==> src/hdrp_pkg.sv <==
`default_nettype none
package hdrp_pkg;

  localparam int HEADER_BYTES   = 112;
  localparam int CRC_OFFSET     = 108;
  localparam int VERSION_OFFSET = 8;
  localparam int SIZE_OFFSET    = 16;
  localparam int DIGEST_OFFSET  = 24;

  localparam int POS_W    = 7;
  localparam int CFG_IDX_W = 8;

  localparam logic [31:0] CRC_ONES = 32'hFFFF_FFFF;
  localparam logic [31:0] CRC_POLY = 32'hEDB8_8320;

  // field bounds as 8-bit constants, compared against zero-extended position
  localparam logic [7:0] MAGIC_END  = 8'd4;
  localparam logic [7:0] HVER_END   = 8'd8;
  localparam logic [7:0] CRC_LO     = 8'(CRC_OFFSET);
  localparam logic [7:0] CRC_HI     = 8'(CRC_OFFSET + 4);
  localparam logic [7:0] FWVER_LO   = 8'(VERSION_OFFSET);
  localparam logic [7:0] FWVER_HI   = 8'(VERSION_OFFSET + 8);
  localparam logic [7:0] FWSIZE_LO  = 8'(SIZE_OFFSET);
  localparam logic [7:0] FWSIZE_HI  = 8'(SIZE_OFFSET + 8);
  localparam logic [7:0] DIGEST_LO  = 8'(DIGEST_OFFSET);
  localparam logic [7:0] DIGEST_HI  = 8'(DIGEST_OFFSET + 32);
  localparam logic [7:0] LAST_POS   = 8'(HEADER_BYTES - 1);
  localparam logic [POS_W-1:0] DIGEST_OFF_P = POS_W'(DIGEST_OFFSET);

  localparam logic [CFG_IDX_W-1:0] CFG_EXPECTED_MAGIC   = CFG_IDX_W'(0);
  localparam logic [CFG_IDX_W-1:0] CFG_EXPECTED_VERSION = CFG_IDX_W'(1);

  typedef enum logic [1:0] {
    ST_OK      = 2'd0,
    ST_INVALID = 2'd1,
    ST_CRC_BAD = 2'd2
  } status_t;

  typedef struct packed {
    status_t          status;
    logic [63:0]      fw_version;
    logic [63:0]      fw_size;
    logic [3:0][63:0] digest;
  } hdr_rec_t;

  function automatic logic [31:0] crc_byte(input logic [31:0] crc, input logic [7:0] b);
    logic [31:0] c;
    c = crc ^ {24'd0, b};
    for (int i = 0; i < 8; i++) begin
      c = c[0] ? ((c >> 1) ^ CRC_POLY) : (c >> 1);
    end
    return c;
  endfunction

endpackage
`default_nettype wire

==> src/hdrp_in_if.sv <==
`default_nettype none
interface hdrp_in_if;
  logic       valid;
  logic       ready;
  logic [7:0] header_byte;
  logic       start_of_header;

  modport source (output valid, header_byte, start_of_header, input ready);
  modport sink (input valid, header_byte, start_of_header, output ready);
endinterface
`default_nettype wire

==> src/hdrp_out_if.sv <==
`default_nettype none
interface hdrp_out_if;
  logic        valid;
  logic        ready;
  logic [1:0]  status;
  logic [63:0] firmware_version;
  logic [63:0] firmware_size;
  logic [63:0] digest_word;
  logic [1:0]  digest_word_index;
  logic        last_of_run;

  modport source (output valid, status, firmware_version, firmware_size, digest_word,
                  digest_word_index, last_of_run, input ready);
  modport sink (input valid, status, firmware_version, firmware_size, digest_word,
                digest_word_index, last_of_run, output ready);
endinterface
`default_nettype wire

==> src/hdrp_cfg_if.sv <==
`default_nettype none
interface hdrp_cfg_if;
  logic        valid;
  logic        ready;
  logic [7:0]  index;
  logic [31:0] data;

  modport source (output valid, index, data, input ready);
  modport sink (input valid, index, data, output ready);
endinterface
`default_nettype wire

==> src/hdrp_front.sv <==
`default_nettype none
module hdrp_front (
  input  wire logic              clk,
  input  wire logic              rst,
  hdrp_in_if.sink                hdr_in,
  hdrp_cfg_if.sink               cfg,
  input  wire logic              q_full,
  output logic                   q_push,
  output hdrp_pkg::hdr_rec_t     q_rec
);
  import hdrp_pkg::*;

  logic [31:0]      expected_magic;
  logic [31:0]      expected_version;
  logic [POS_W-1:0] byte_position;
  logic [31:0]      running_crc;
  logic [31:0]      magic_shift;
  logic [31:0]      version_shift;
  logic [31:0]      stored_crc_shift;
  logic [63:0]      fw_version_shift;
  logic [63:0]      fw_size_shift;
  logic [3:0][63:0] digest_store;

  logic [POS_W-1:0] pos;
  logic [POS_W-1:0] dig_rel;
  logic [7:0]       pos8;
  logic [7:0]       b;
  logic             start;
  logic             accept;
  logic             last;
  logic [31:0]      crc_base, crc_next;
  logic [31:0]      magic_base, magic_next;
  logic [31:0]      hver_base, hver_next;
  logic [31:0]      scrc_base, scrc_next;
  logic [63:0]      fwver_base, fwver_next;
  logic [63:0]      fwsize_base, fwsize_next;
  logic [3:0][63:0] dig_base, dig_next;
  logic [31:0]      crc_final;
  status_t          status;

  assign cfg.ready    = 1'b1;
  assign hdr_in.ready = !q_full;
  assign accept       = hdr_in.valid && hdr_in.ready;
  assign b            = hdr_in.header_byte;
  assign start        = hdr_in.start_of_header;

  always_comb begin
    pos         = start ? '0 : byte_position;
    pos8        = {1'b0, pos};
    crc_base    = start ? CRC_ONES : running_crc;
    magic_base  = start ? '0 : magic_shift;
    hver_base   = start ? '0 : version_shift;
    scrc_base   = start ? '0 : stored_crc_shift;
    fwver_base  = start ? '0 : fw_version_shift;
    fwsize_base = start ? '0 : fw_size_shift;
    dig_base    = start ? '0 : digest_store;

    crc_next    = (pos8 < CRC_LO) ? crc_byte(crc_base, b) : crc_base;
    magic_next  = (pos8 < MAGIC_END) ? {magic_base[23:0], b} : magic_base;
    hver_next   = (pos8 >= MAGIC_END && pos8 < HVER_END) ? {hver_base[23:0], b} : hver_base;
    scrc_next   = (pos8 >= CRC_LO && pos8 < CRC_HI) ? {scrc_base[23:0], b} : scrc_base;
    fwver_next  = (pos8 >= FWVER_LO && pos8 < FWVER_HI) ?
                  {fwver_base[55:0], b} : fwver_base;
    fwsize_next = (pos8 >= FWSIZE_LO && pos8 < FWSIZE_HI) ?
                  {fwsize_base[55:0], b} : fwsize_base;

    dig_rel  = pos - DIGEST_OFF_P;
    dig_next = dig_base;
    if (pos8 >= DIGEST_LO && pos8 < DIGEST_HI) begin
      dig_next[dig_rel[4:3]] = {dig_base[dig_rel[4:3]][55:0], b};
    end

    last      = (pos8 == LAST_POS);
    crc_final = crc_next ^ CRC_ONES;
    if (hver_next != expected_version || magic_next != expected_magic) begin
      status = ST_INVALID;
    end else if (scrc_next != crc_final) begin
      status = ST_CRC_BAD;
    end else begin
      status = ST_OK;
    end

    q_rec.status     = status;
    q_rec.fw_version = (status == ST_OK) ? fwver_next : '0;
    q_rec.fw_size    = (status == ST_OK) ? fwsize_next : '0;
    q_rec.digest     = dig_next;
    q_push           = accept && last;
  end

  always_ff @(posedge clk) begin
    if (rst) begin
      expected_magic   <= '0;
      expected_version <= 32'd2;
      byte_position    <= '0;
      running_crc      <= CRC_ONES;
      magic_shift      <= '0;
      version_shift    <= '0;
      stored_crc_shift <= '0;
      fw_version_shift <= '0;
      fw_size_shift    <= '0;
      digest_store     <= '0;
    end else begin
      if (cfg.valid) begin
        case (cfg.index)
          CFG_EXPECTED_MAGIC:   expected_magic   <= cfg.data;
          CFG_EXPECTED_VERSION: expected_version <= cfg.data;
          default: ;
        endcase
      end
      if (accept) begin
        if (last) begin
          // header done: rearm for the next one
          byte_position    <= '0;
          running_crc      <= CRC_ONES;
          magic_shift      <= '0;
          version_shift    <= '0;
          stored_crc_shift <= '0;
          fw_version_shift <= '0;
          fw_size_shift    <= '0;
          digest_store     <= '0;
        end else begin
          byte_position    <= pos + POS_W'(1);
          running_crc      <= crc_next;
          magic_shift      <= magic_next;
          version_shift    <= hver_next;
          stored_crc_shift <= scrc_next;
          fw_version_shift <= fwver_next;
          fw_size_shift    <= fwsize_next;
          digest_store     <= dig_next;
        end
      end
    end
  end

endmodule
`default_nettype wire

==> src/hdrp_queue.sv <==
`default_nettype none
module hdrp_queue (
  input  wire logic               clk,
  input  wire logic               rst,
  input  wire logic               push,
  input  wire hdrp_pkg::hdr_rec_t push_rec,
  input  wire logic               pop,
  output logic                    full,
  output logic                    empty,
  output hdrp_pkg::hdr_rec_t      head
);
  import hdrp_pkg::*;

  hdr_rec_t   entries [2];
  logic       wr_ptr;
  logic       rd_ptr;
  logic [1:0] count;

  assign full  = (count == 2'd2);
  assign empty = (count == 2'd0);
  assign head  = entries[rd_ptr];

  always_ff @(posedge clk) begin
    if (push && !full) begin
      entries[wr_ptr] <= push_rec;
    end
  end

  always_ff @(posedge clk) begin
    if (rst) begin
      wr_ptr <= 1'b0;
      rd_ptr <= 1'b0;
      count  <= '0;
    end else begin
      if (push && !full) begin
        wr_ptr <= !wr_ptr;
      end
      if (pop && !empty) begin
        rd_ptr <= !rd_ptr;
      end
      count <= count + 2'((push && !full) ? 1 : 0) - 2'((pop && !empty) ? 1 : 0);
    end
  end

endmodule
`default_nettype wire

==> src/hdrp_back.sv <==
`default_nettype none
module hdrp_back (
  input  wire logic               clk,
  input  wire logic               rst,
  input  wire logic               q_empty,
  input  wire hdrp_pkg::hdr_rec_t q_head,
  output logic                    q_pop,
  hdrp_out_if.source              res_out
);
  import hdrp_pkg::*;

  logic [1:0]  word_cnt;
  logic        load;
  logic        valid;
  logic [1:0]  status;
  logic [63:0] firmware_version;
  logic [63:0] firmware_size;
  logic [63:0] digest_word;
  logic [1:0]  digest_word_index;
  logic        last_of_run;

  // output register refills in the same cycle it drains
  assign load  = !q_empty && (!valid || res_out.ready);
  assign q_pop = load && (word_cnt == 2'd3);

  assign res_out.valid             = valid;
  assign res_out.status            = status;
  assign res_out.firmware_version  = firmware_version;
  assign res_out.firmware_size     = firmware_size;
  assign res_out.digest_word       = digest_word;
  assign res_out.digest_word_index = digest_word_index;
  assign res_out.last_of_run       = last_of_run;

  always_ff @(posedge clk) begin
    if (rst) begin
      valid    <= 1'b0;
      word_cnt <= '0;
    end else if (load) begin
      valid    <= 1'b1;
      word_cnt <= word_cnt + 2'd1;
    end else if (res_out.ready) begin
      valid <= 1'b0;
    end
  end

  always_ff @(posedge clk) begin
    if (load) begin
      status            <= q_head.status;
      firmware_version  <= q_head.fw_version;
      firmware_size     <= q_head.fw_size;
      digest_word       <= q_head.digest[word_cnt];
      digest_word_index <= word_cnt;
      last_of_run       <= (word_cnt == 2'd3);
    end
  end

endmodule
`default_nettype wire

==> src/image_header_parse_crc_check_core.sv <==
// Firmware image header parser with CRC-32 check.
// hdr_in: one header byte per transaction, start_of_header marks byte 0 and
//   abandons any header in progress. Bytes are taken at one per cycle while the front/back queue is not full.
// cfg: register writes (index 0 expected magic, index 1 expected header
//   version), always ready; write only while the block is idle.
// res_out: four transactions per header, one per 64-bit digest word, the
//   last flagged by last_of_run. Status, version and size repeat on all four.
// Results: after the last header byte is taken, its record is written into
//   the front/back queue and from there loaded into the output register;
//   the four results then go out one per cycle while the receiver is ready.
// Throughput: one byte per cycle, set by the combinational CRC and field
//   capture in the front. A two-entry queue of finished headers lets the
//   front keep taking bytes while results drain; hdr_in.ready drops only
//   when both entries are full behind a stalled receiver.
// Reset: registers return to magic 0 and version 2, the byte position and
//   CRC rearm, the queue and output register empty.
`default_nettype none
module image_header_parse_crc_check_core (
  input  wire logic clk,
  input  wire logic rst,
  hdrp_in_if.sink     hdr_in,
  hdrp_cfg_if.sink    cfg,
  hdrp_out_if.source  res_out
);
  import hdrp_pkg::*;

  hdr_rec_t push_rec;
  hdr_rec_t head;
  logic     push;
  logic     pop;
  logic     full;
  logic     empty;

  hdrp_front u_front (
    .clk    (clk),
    .rst    (rst),
    .hdr_in (hdr_in),
    .cfg    (cfg),
    .q_full (full),
    .q_push (push),
    .q_rec  (push_rec)
  );

  hdrp_queue u_queue (
    .clk      (clk),
    .rst      (rst),
    .push     (push),
    .push_rec (push_rec),
    .pop      (pop),
    .full     (full),
    .empty    (empty),
    .head     (head)
  );

  hdrp_back u_back (
    .clk     (clk),
    .rst     (rst),
    .q_empty (empty),
    .q_head  (head),
    .q_pop   (pop),
    .res_out (res_out)
  );

endmodule
`default_nettype wire

==> src/flat_wrapper.sv <==
// flat-port wrapper written by rule: the top's interface ports become plain ports
module image_header_parse_crc_check_core_flat import hdrp_pkg::*;
  (clk, rst, hdr_in_valid, hdr_in_header_byte, hdr_in_start_of_header, hdr_in_ready, cfg_valid, cfg_index, cfg_data, cfg_ready, res_out_valid, res_out_status, res_out_firmware_version, res_out_firmware_size, res_out_digest_word, res_out_digest_word_index, res_out_last_of_run, res_out_ready);
  hdrp_in_if hdr_in_i ();
  hdrp_cfg_if cfg_i ();
  hdrp_out_if res_out_i ();
  input  wire logic clk;
  input  wire logic rst;
  input wire logic [$bits(hdr_in_i.valid)-1:0] hdr_in_valid;
  input wire logic [$bits(hdr_in_i.header_byte)-1:0] hdr_in_header_byte;
  input wire logic [$bits(hdr_in_i.start_of_header)-1:0] hdr_in_start_of_header;
  output wire logic [$bits(hdr_in_i.ready)-1:0] hdr_in_ready;
  input wire logic [$bits(cfg_i.valid)-1:0] cfg_valid;
  input wire logic [$bits(cfg_i.index)-1:0] cfg_index;
  input wire logic [$bits(cfg_i.data)-1:0] cfg_data;
  output wire logic [$bits(cfg_i.ready)-1:0] cfg_ready;
  output wire logic [$bits(res_out_i.valid)-1:0] res_out_valid;
  output wire logic [$bits(res_out_i.status)-1:0] res_out_status;
  output wire logic [$bits(res_out_i.firmware_version)-1:0] res_out_firmware_version;
  output wire logic [$bits(res_out_i.firmware_size)-1:0] res_out_firmware_size;
  output wire logic [$bits(res_out_i.digest_word)-1:0] res_out_digest_word;
  output wire logic [$bits(res_out_i.digest_word_index)-1:0] res_out_digest_word_index;
  output wire logic [$bits(res_out_i.last_of_run)-1:0] res_out_last_of_run;
  input wire logic [$bits(res_out_i.ready)-1:0] res_out_ready;
  assign hdr_in_i.valid = hdr_in_valid;
  assign hdr_in_i.header_byte = hdr_in_header_byte;
  assign hdr_in_i.start_of_header = hdr_in_start_of_header;
  assign hdr_in_ready = hdr_in_i.ready;
  assign cfg_i.valid = cfg_valid;
  assign cfg_i.index = cfg_index;
  assign cfg_i.data = cfg_data;
  assign cfg_ready = cfg_i.ready;
  assign res_out_valid = res_out_i.valid;
  assign res_out_status = res_out_i.status;
  assign res_out_firmware_version = res_out_i.firmware_version;
  assign res_out_firmware_size = res_out_i.firmware_size;
  assign res_out_digest_word = res_out_i.digest_word;
  assign res_out_digest_word_index = res_out_i.digest_word_index;
  assign res_out_last_of_run = res_out_i.last_of_run;
  assign res_out_i.ready = res_out_ready;
  image_header_parse_crc_check_core u_core (.clk(clk), .rst(rst), .hdr_in(hdr_in_i), .cfg(cfg_i), .res_out(res_out_i));
endmodule
==> config.mk <==
export PLATFORM = sky130hd
export DESIGN_NAME = image_header_parse_crc_check_core_flat
export DESIGN_NICKNAME = d
export VERILOG_FILES = /design/src/hdrp_pkg.sv /design/src/hdrp_in_if.sv /design/src/hdrp_out_if.sv /design/src/hdrp_cfg_if.sv /design/src/hdrp_front.sv /design/src/hdrp_queue.sv /design/src/hdrp_back.sv /design/src/image_header_parse_crc_check_core.sv /design/src/flat_wrapper.sv
export SDC_FILE = /design/constraint.sdc
export NUM_CORES = 2
export LEC_CHECK = 0
export BUFFER_PORTS_ARGS = -buffer_cell sky130_fd_sc_hd__clkbuf_2
export CAP_MARGIN = 20
export CORE_MARGIN = 5
export CORE_UTILIZATION = 60
export CTS_CLUSTER_SIZE = 24
export DETAILED_ROUTE_END_ITERATION = 10
export GPL_TIMING_DRIVEN = 0
export HOLD_SLACK_MARGIN = 0.12
export PLACE_DENSITY = 0.83
export REMOVE_ABC_BUFFERS = 1
export SYNTH_ARGS = -nofsm -noshare
export SYNTH_HDL_FRONTEND = slang
export SYNTH_SLANG_ARGS = --single-unit
export TNS_END_PERCENT = 30
==> constraint.sdc <==
create_clock -name clk -period 60.6 [get_ports clk]
set_input_delay 3.03 -clock clk [delete_from_list [all_inputs] [get_ports clk]]
set_output_delay 3.03 -clock clk [all_outputs]
set_load 0.02 [all_outputs]
==> results.py <==
metrics = {
    "worst_setup_path": {
        "rr_endpoint": "u_core.u_queue.entries[1][333]$_DFFE_PP_",
        "arrival_ns": 9.45,
        "cp-end-kind": "flop",
        "worstSetupPathType": "input pin to flop",
        "crit_slowest_cell": "or4_4",
        "crit_path_cell_trace": "clkbuf_8 > buf_16 > inv_2 > buf_16 > nand2_1 > ha_4 > nor4b_4 > nor2_1 > a22oi_1 > xor2_1 > nand4_1 > nor4_1 > nand3_1 > or4_4 > buf_16 > buf_16 > nor4_2",
        "cpPeakStageDelay_ns": 0.87,
        "worst-r2r-cell-count": 14,
        "required_ns": 61.12,
        "path_max_fanout": 111,
        "start_kind": "input pin",
        "regToRegStartpoint": "u_core.u_front.byte_position[5]$_SDFFE_PP0P_",
        "crit_top_cell": "buf_16",
        "r2r_slack_ns": 55.02,
    },
    "synthesis": {
        "ys.flop_type": "edfxtp_1",
        "syn_inst": 5589,
        "ys_top_cells_by_area": "edfxtp_1, dfxtp_1, mux4_2, a22oi_1, nand2_1",
        "yosys_warnings": 0,
        "yosysSeqAreaShare_pct": 60.6,
        "async_flop_share_pct": 0,
        "syn_area_per_cell_sq_um": 12.1,
        "synth_top_area_cell": "edfxtp_1",
        "synth_seq_cells": 1560,
        "synth.top_cell.area_share_pct": 43.1,
        "ys_types": 80,
        "synth_edf_count": 969,
        "syn_area_sq_um": 67600,
    },
    "clock_tree": {
        "cts_max_path_buffers": 3,
        "numCtsBuffers": 153,
        "path_clk_slew_ns": 0.06,
        "ctsHoldBuffers": 0,
        "cts_tree": "yes",
        "htree_num_levels": 4,
        "cts_resized": 0,
        "post-cts-setup-buffers": 0,
        "clk_latency_ns": 0.79,
        "cts_root_buf": "clkbuf_16",
        "numClockSinks": 1560,
    },
    "cells_and_area": {
        "drive_gt1_share_pct": 19.9,
        "final_cell_mix": "edfxtp_1, nand2_1, dfxtp_1",
        "final_util_pct": 68.3,
        "postLayoutCellArea_sq_um": 76600,
        "syn2layout_area_growth_pct": 13.4,
        "layout.nets": 5682,
        "layout_commonest_cell": "edfxtp_1",
    },
    "drt": {
        "drt_wl_total_um": 175000,
        "wl_per_cell_um": 24.2,
        "drc": 0,
        "drtIter0Drc": 6737,
        "ant_nets": 0,
        "viasPerCell": 6.69,
        "via_count": 48495,
        "dr.pass1.iters": 9,
    },
    "placed_design": {
        "numPortBuffers": 252,
        "gp_congestion": 0.893,
        "post-place-ws_ns": 51.12,
        "dp_hpwl_um": 99700,
        "dpl_cell_area_sq_um": 71500,
    },
    "grt": {
        "grt-ovfl-total": 0,
        "grt_pass1_vias": 47989,
        "grt_usage_pct": 28.4,
        "grt_start_max_net_pins": 140,
        "grt_pass1_wl_um": 271000,
        "antenna_found_initial": 2,
    },
    "sta": {
        "fin_worst_skew_ns": 0.0601,
        "finalSetupViolations": 0,
        "hold_viol": 0,
        "tightest_slew_ns": 1.02,
        "postLayoutSetupSlackWorst_ns": 51.68,
        "post-route-period-util_pct": 14.7,
        "drv_slew": 0,
        "timing.fmax_ghz": 0.112,
        "rsz0062_at_grt": "no",
        "slew-limit-headroom_pct": 31.6,
        "fin_crit_ns": 8.92,
    },
    "pwr": {
        "p_switching_mw": 0.485,
        "power_leakage_nw": 21.3,
        "power_frac_clock_pct": 43.4,
        "p_sw_share_pct": 22.2,
        "internal_power_mw": 1.69,
        "cellPowerDensity_nw_per_um2": 28.4,
        "p_total_mw": 2.18,
        "pwr-share-comb_pct": 5.0,
        "ir_drop_mv": 0.0263,
        "power_frac_seq_pct": 51.6,
    },
    "min_path": {
        "min_path_type": "flop to flop",
        "hold_path_depth": 2,
        "min_from": "u_core.u_front.expected_version[2]$_SDFFE_PP0P_",
        "whs_endpoint": "u_core.u_front.expected_version[2]$_SDFFE_PP0P_",
    },
    "die": {
        "io_pins": 254,
        "coreArea_sq_um": 112000,
        "rows": 123,
        "die_x_um": 346,
        "dieArea_sq_um": 119000,
        "fp.dieH_um": 346,
        "start_util_pct": 60.2,
    },
    "run_status": {
        "outcome": "completed",
    },
    "run": {
        "drv_cap": 0,
    },
}
==> metrics by stage <==
stage	TNS (ns)	instances	hold WS (ns)
after floorplan	0	5100	0.439
after global placement	-1240.76	6852	0.453
after detailed placement	0	6965	0.460
after CTS	0	7251	0.468
after global routing	0	7253	0.482
final	0	7254	0.470
==> flip-flops by register name, summed over array words and instances (netlist names), named ones only <==
name                                     count
u_core.u_front.fw_version_shift             64
u_core.u_queue.wr_ptr                        1
u_core.u_queue.entries                     772
u_core.u_queue.count                         2
u_core.u_front.expected_magic               32
u_core.u_back.res_out.last_of_run            1
u_core.u_back.res_out.firmware_size         64
u_core.u_front.byte_position                 7
u_core.u_back.res_out.valid                  1
u_core.u_front.digest_store                256
u_core.u_front.running_crc                  32
u_core.u_front.magic_shift                  32
u_core.u_queue.rd_ptr                        1
u_core.u_front.stored_crc_shift             32
u_core.u_front.version_shift                32
u_core.u_back.word_cnt                       2
u_core.u_back.res_out.digest_word_index      2
u_core.u_front.expected_version             32
u_core.u_front.fw_size_shift                64
u_core.u_back.res_out.firmware_version      64
u_core.u_back.res_out.status                 2
u_core.u_back.res_out.digest_word           64
==> power groups by stage <==
stage / Clock, mW / Sequential (mW) / Combinational (mW)
final: 0.945 / 1.12 / 0.110
after global routing: 1.00 / 1.12 / 0.115
after CTS: 0.954 / 1.12 / 0.106
after detailed placement: 0 / 1.15 / 0.105
after global placement: 0 / 1.15 / 0.0980
after floorplan: 0 / 1.14 / 0.0640
==> worst max-delay path by stage <==
stage | from | slack (ns) | endpoint
CTS | hdr_in_start_of_header | 51.86 | u_core.u_queue.entries[1][262]$_DFFE_PP_
floorplan | hdr_in_valid | 35.48 | u_core.u_front.fw_version_shift[0]$_SDFFE_PP0P_
finish | hdr_in_start_of_header | 51.68 | u_core.u_queue.entries[1][262]$_DFFE_PP_
global placement | hdr_in_valid | -7.32 | u_core.u_front.fw_size_shift[56]$_SDFFE_PP0P_
global route | hdr_in_start_of_header | 51.45 | u_core.u_queue.entries[1][262]$_DFFE_PP_
detailed placement | hdr_in_start_of_header | 51.12 | u_core.u_queue.entries[0][265]$_DFFE_PP_
==> cell type report <==
| cell class | count | area (sq um) |
|---|---|---|
| Fill cell | 7238 | 35600 |
| Clock buffer | 219 | 4280 |
| Tap cell | 1500 | 1880 |
| Clock inverter | 67 | 754 |
| Timing Repair Buffer | 367 | 3940 |
| Sequential cell | 1560 | 40900 |
| Antenna cell | 1 | 2.50 |
| Inverter | 17 | 63.8 |
| Multi-Input combinational cell | 3523 | 24700 |
==> cells in the mapped netlist, types with 22 or more instances <==
cell      number
edfxtp_1     969
nand2_1      847
dfxtp_1      591
nor2_1       582
a22oi_1      514
a21oi_1      463
clkbuf_1     374
mux2_2       203
mux4_2       184
xnor2_1       79
nor3b_1       69
nor4_2        69
o21ai_0       60
xor2_1        56
buf_2         47
nor4b_2       47
buf_1         42
mux2i_1       34
nand3_1       31
o211ai_1      22
==> cells by family (layout without fill, tap and decap cells) <==
logic type	after synthesis	in the layout	synth area share, %
AO/OA/AOI/OAI	1139	1139	10.8
XOR/XNOR	162	162	2.64
adder cells (fa/ha/maj)	6	6	0.111
buffers and inverters	506	670	3.11
flip-flops	1560	1560	60.6
multiplexers	421	421	10.0
other	1	2	0.00555
AND/OR/NAND/NOR	1794	1794	12.8
==> critical path, delay by kind of cell <==
| kind | cells | cell delay, ns |
|---|---|---|
| simple gates | 8 | 3.06 |
| buf+inv | 6 | 2.21 |
| fa+ha+maj | 1 | 0.19 |
| xor+xnor | 1 | 0.19 |
| compound gates | 1 | 0.39 |
==> per-layer routing <==
metal	global-route usage [%]	part of all wire, %	wire [um]
met1	37.9	37	64300
met2	45.8	49	85000
met3	5.25	10	17600
met4	13.1	4.7	8310
met5	0	0	0
No activity file was read; power rests on OpenSTA's default activity.
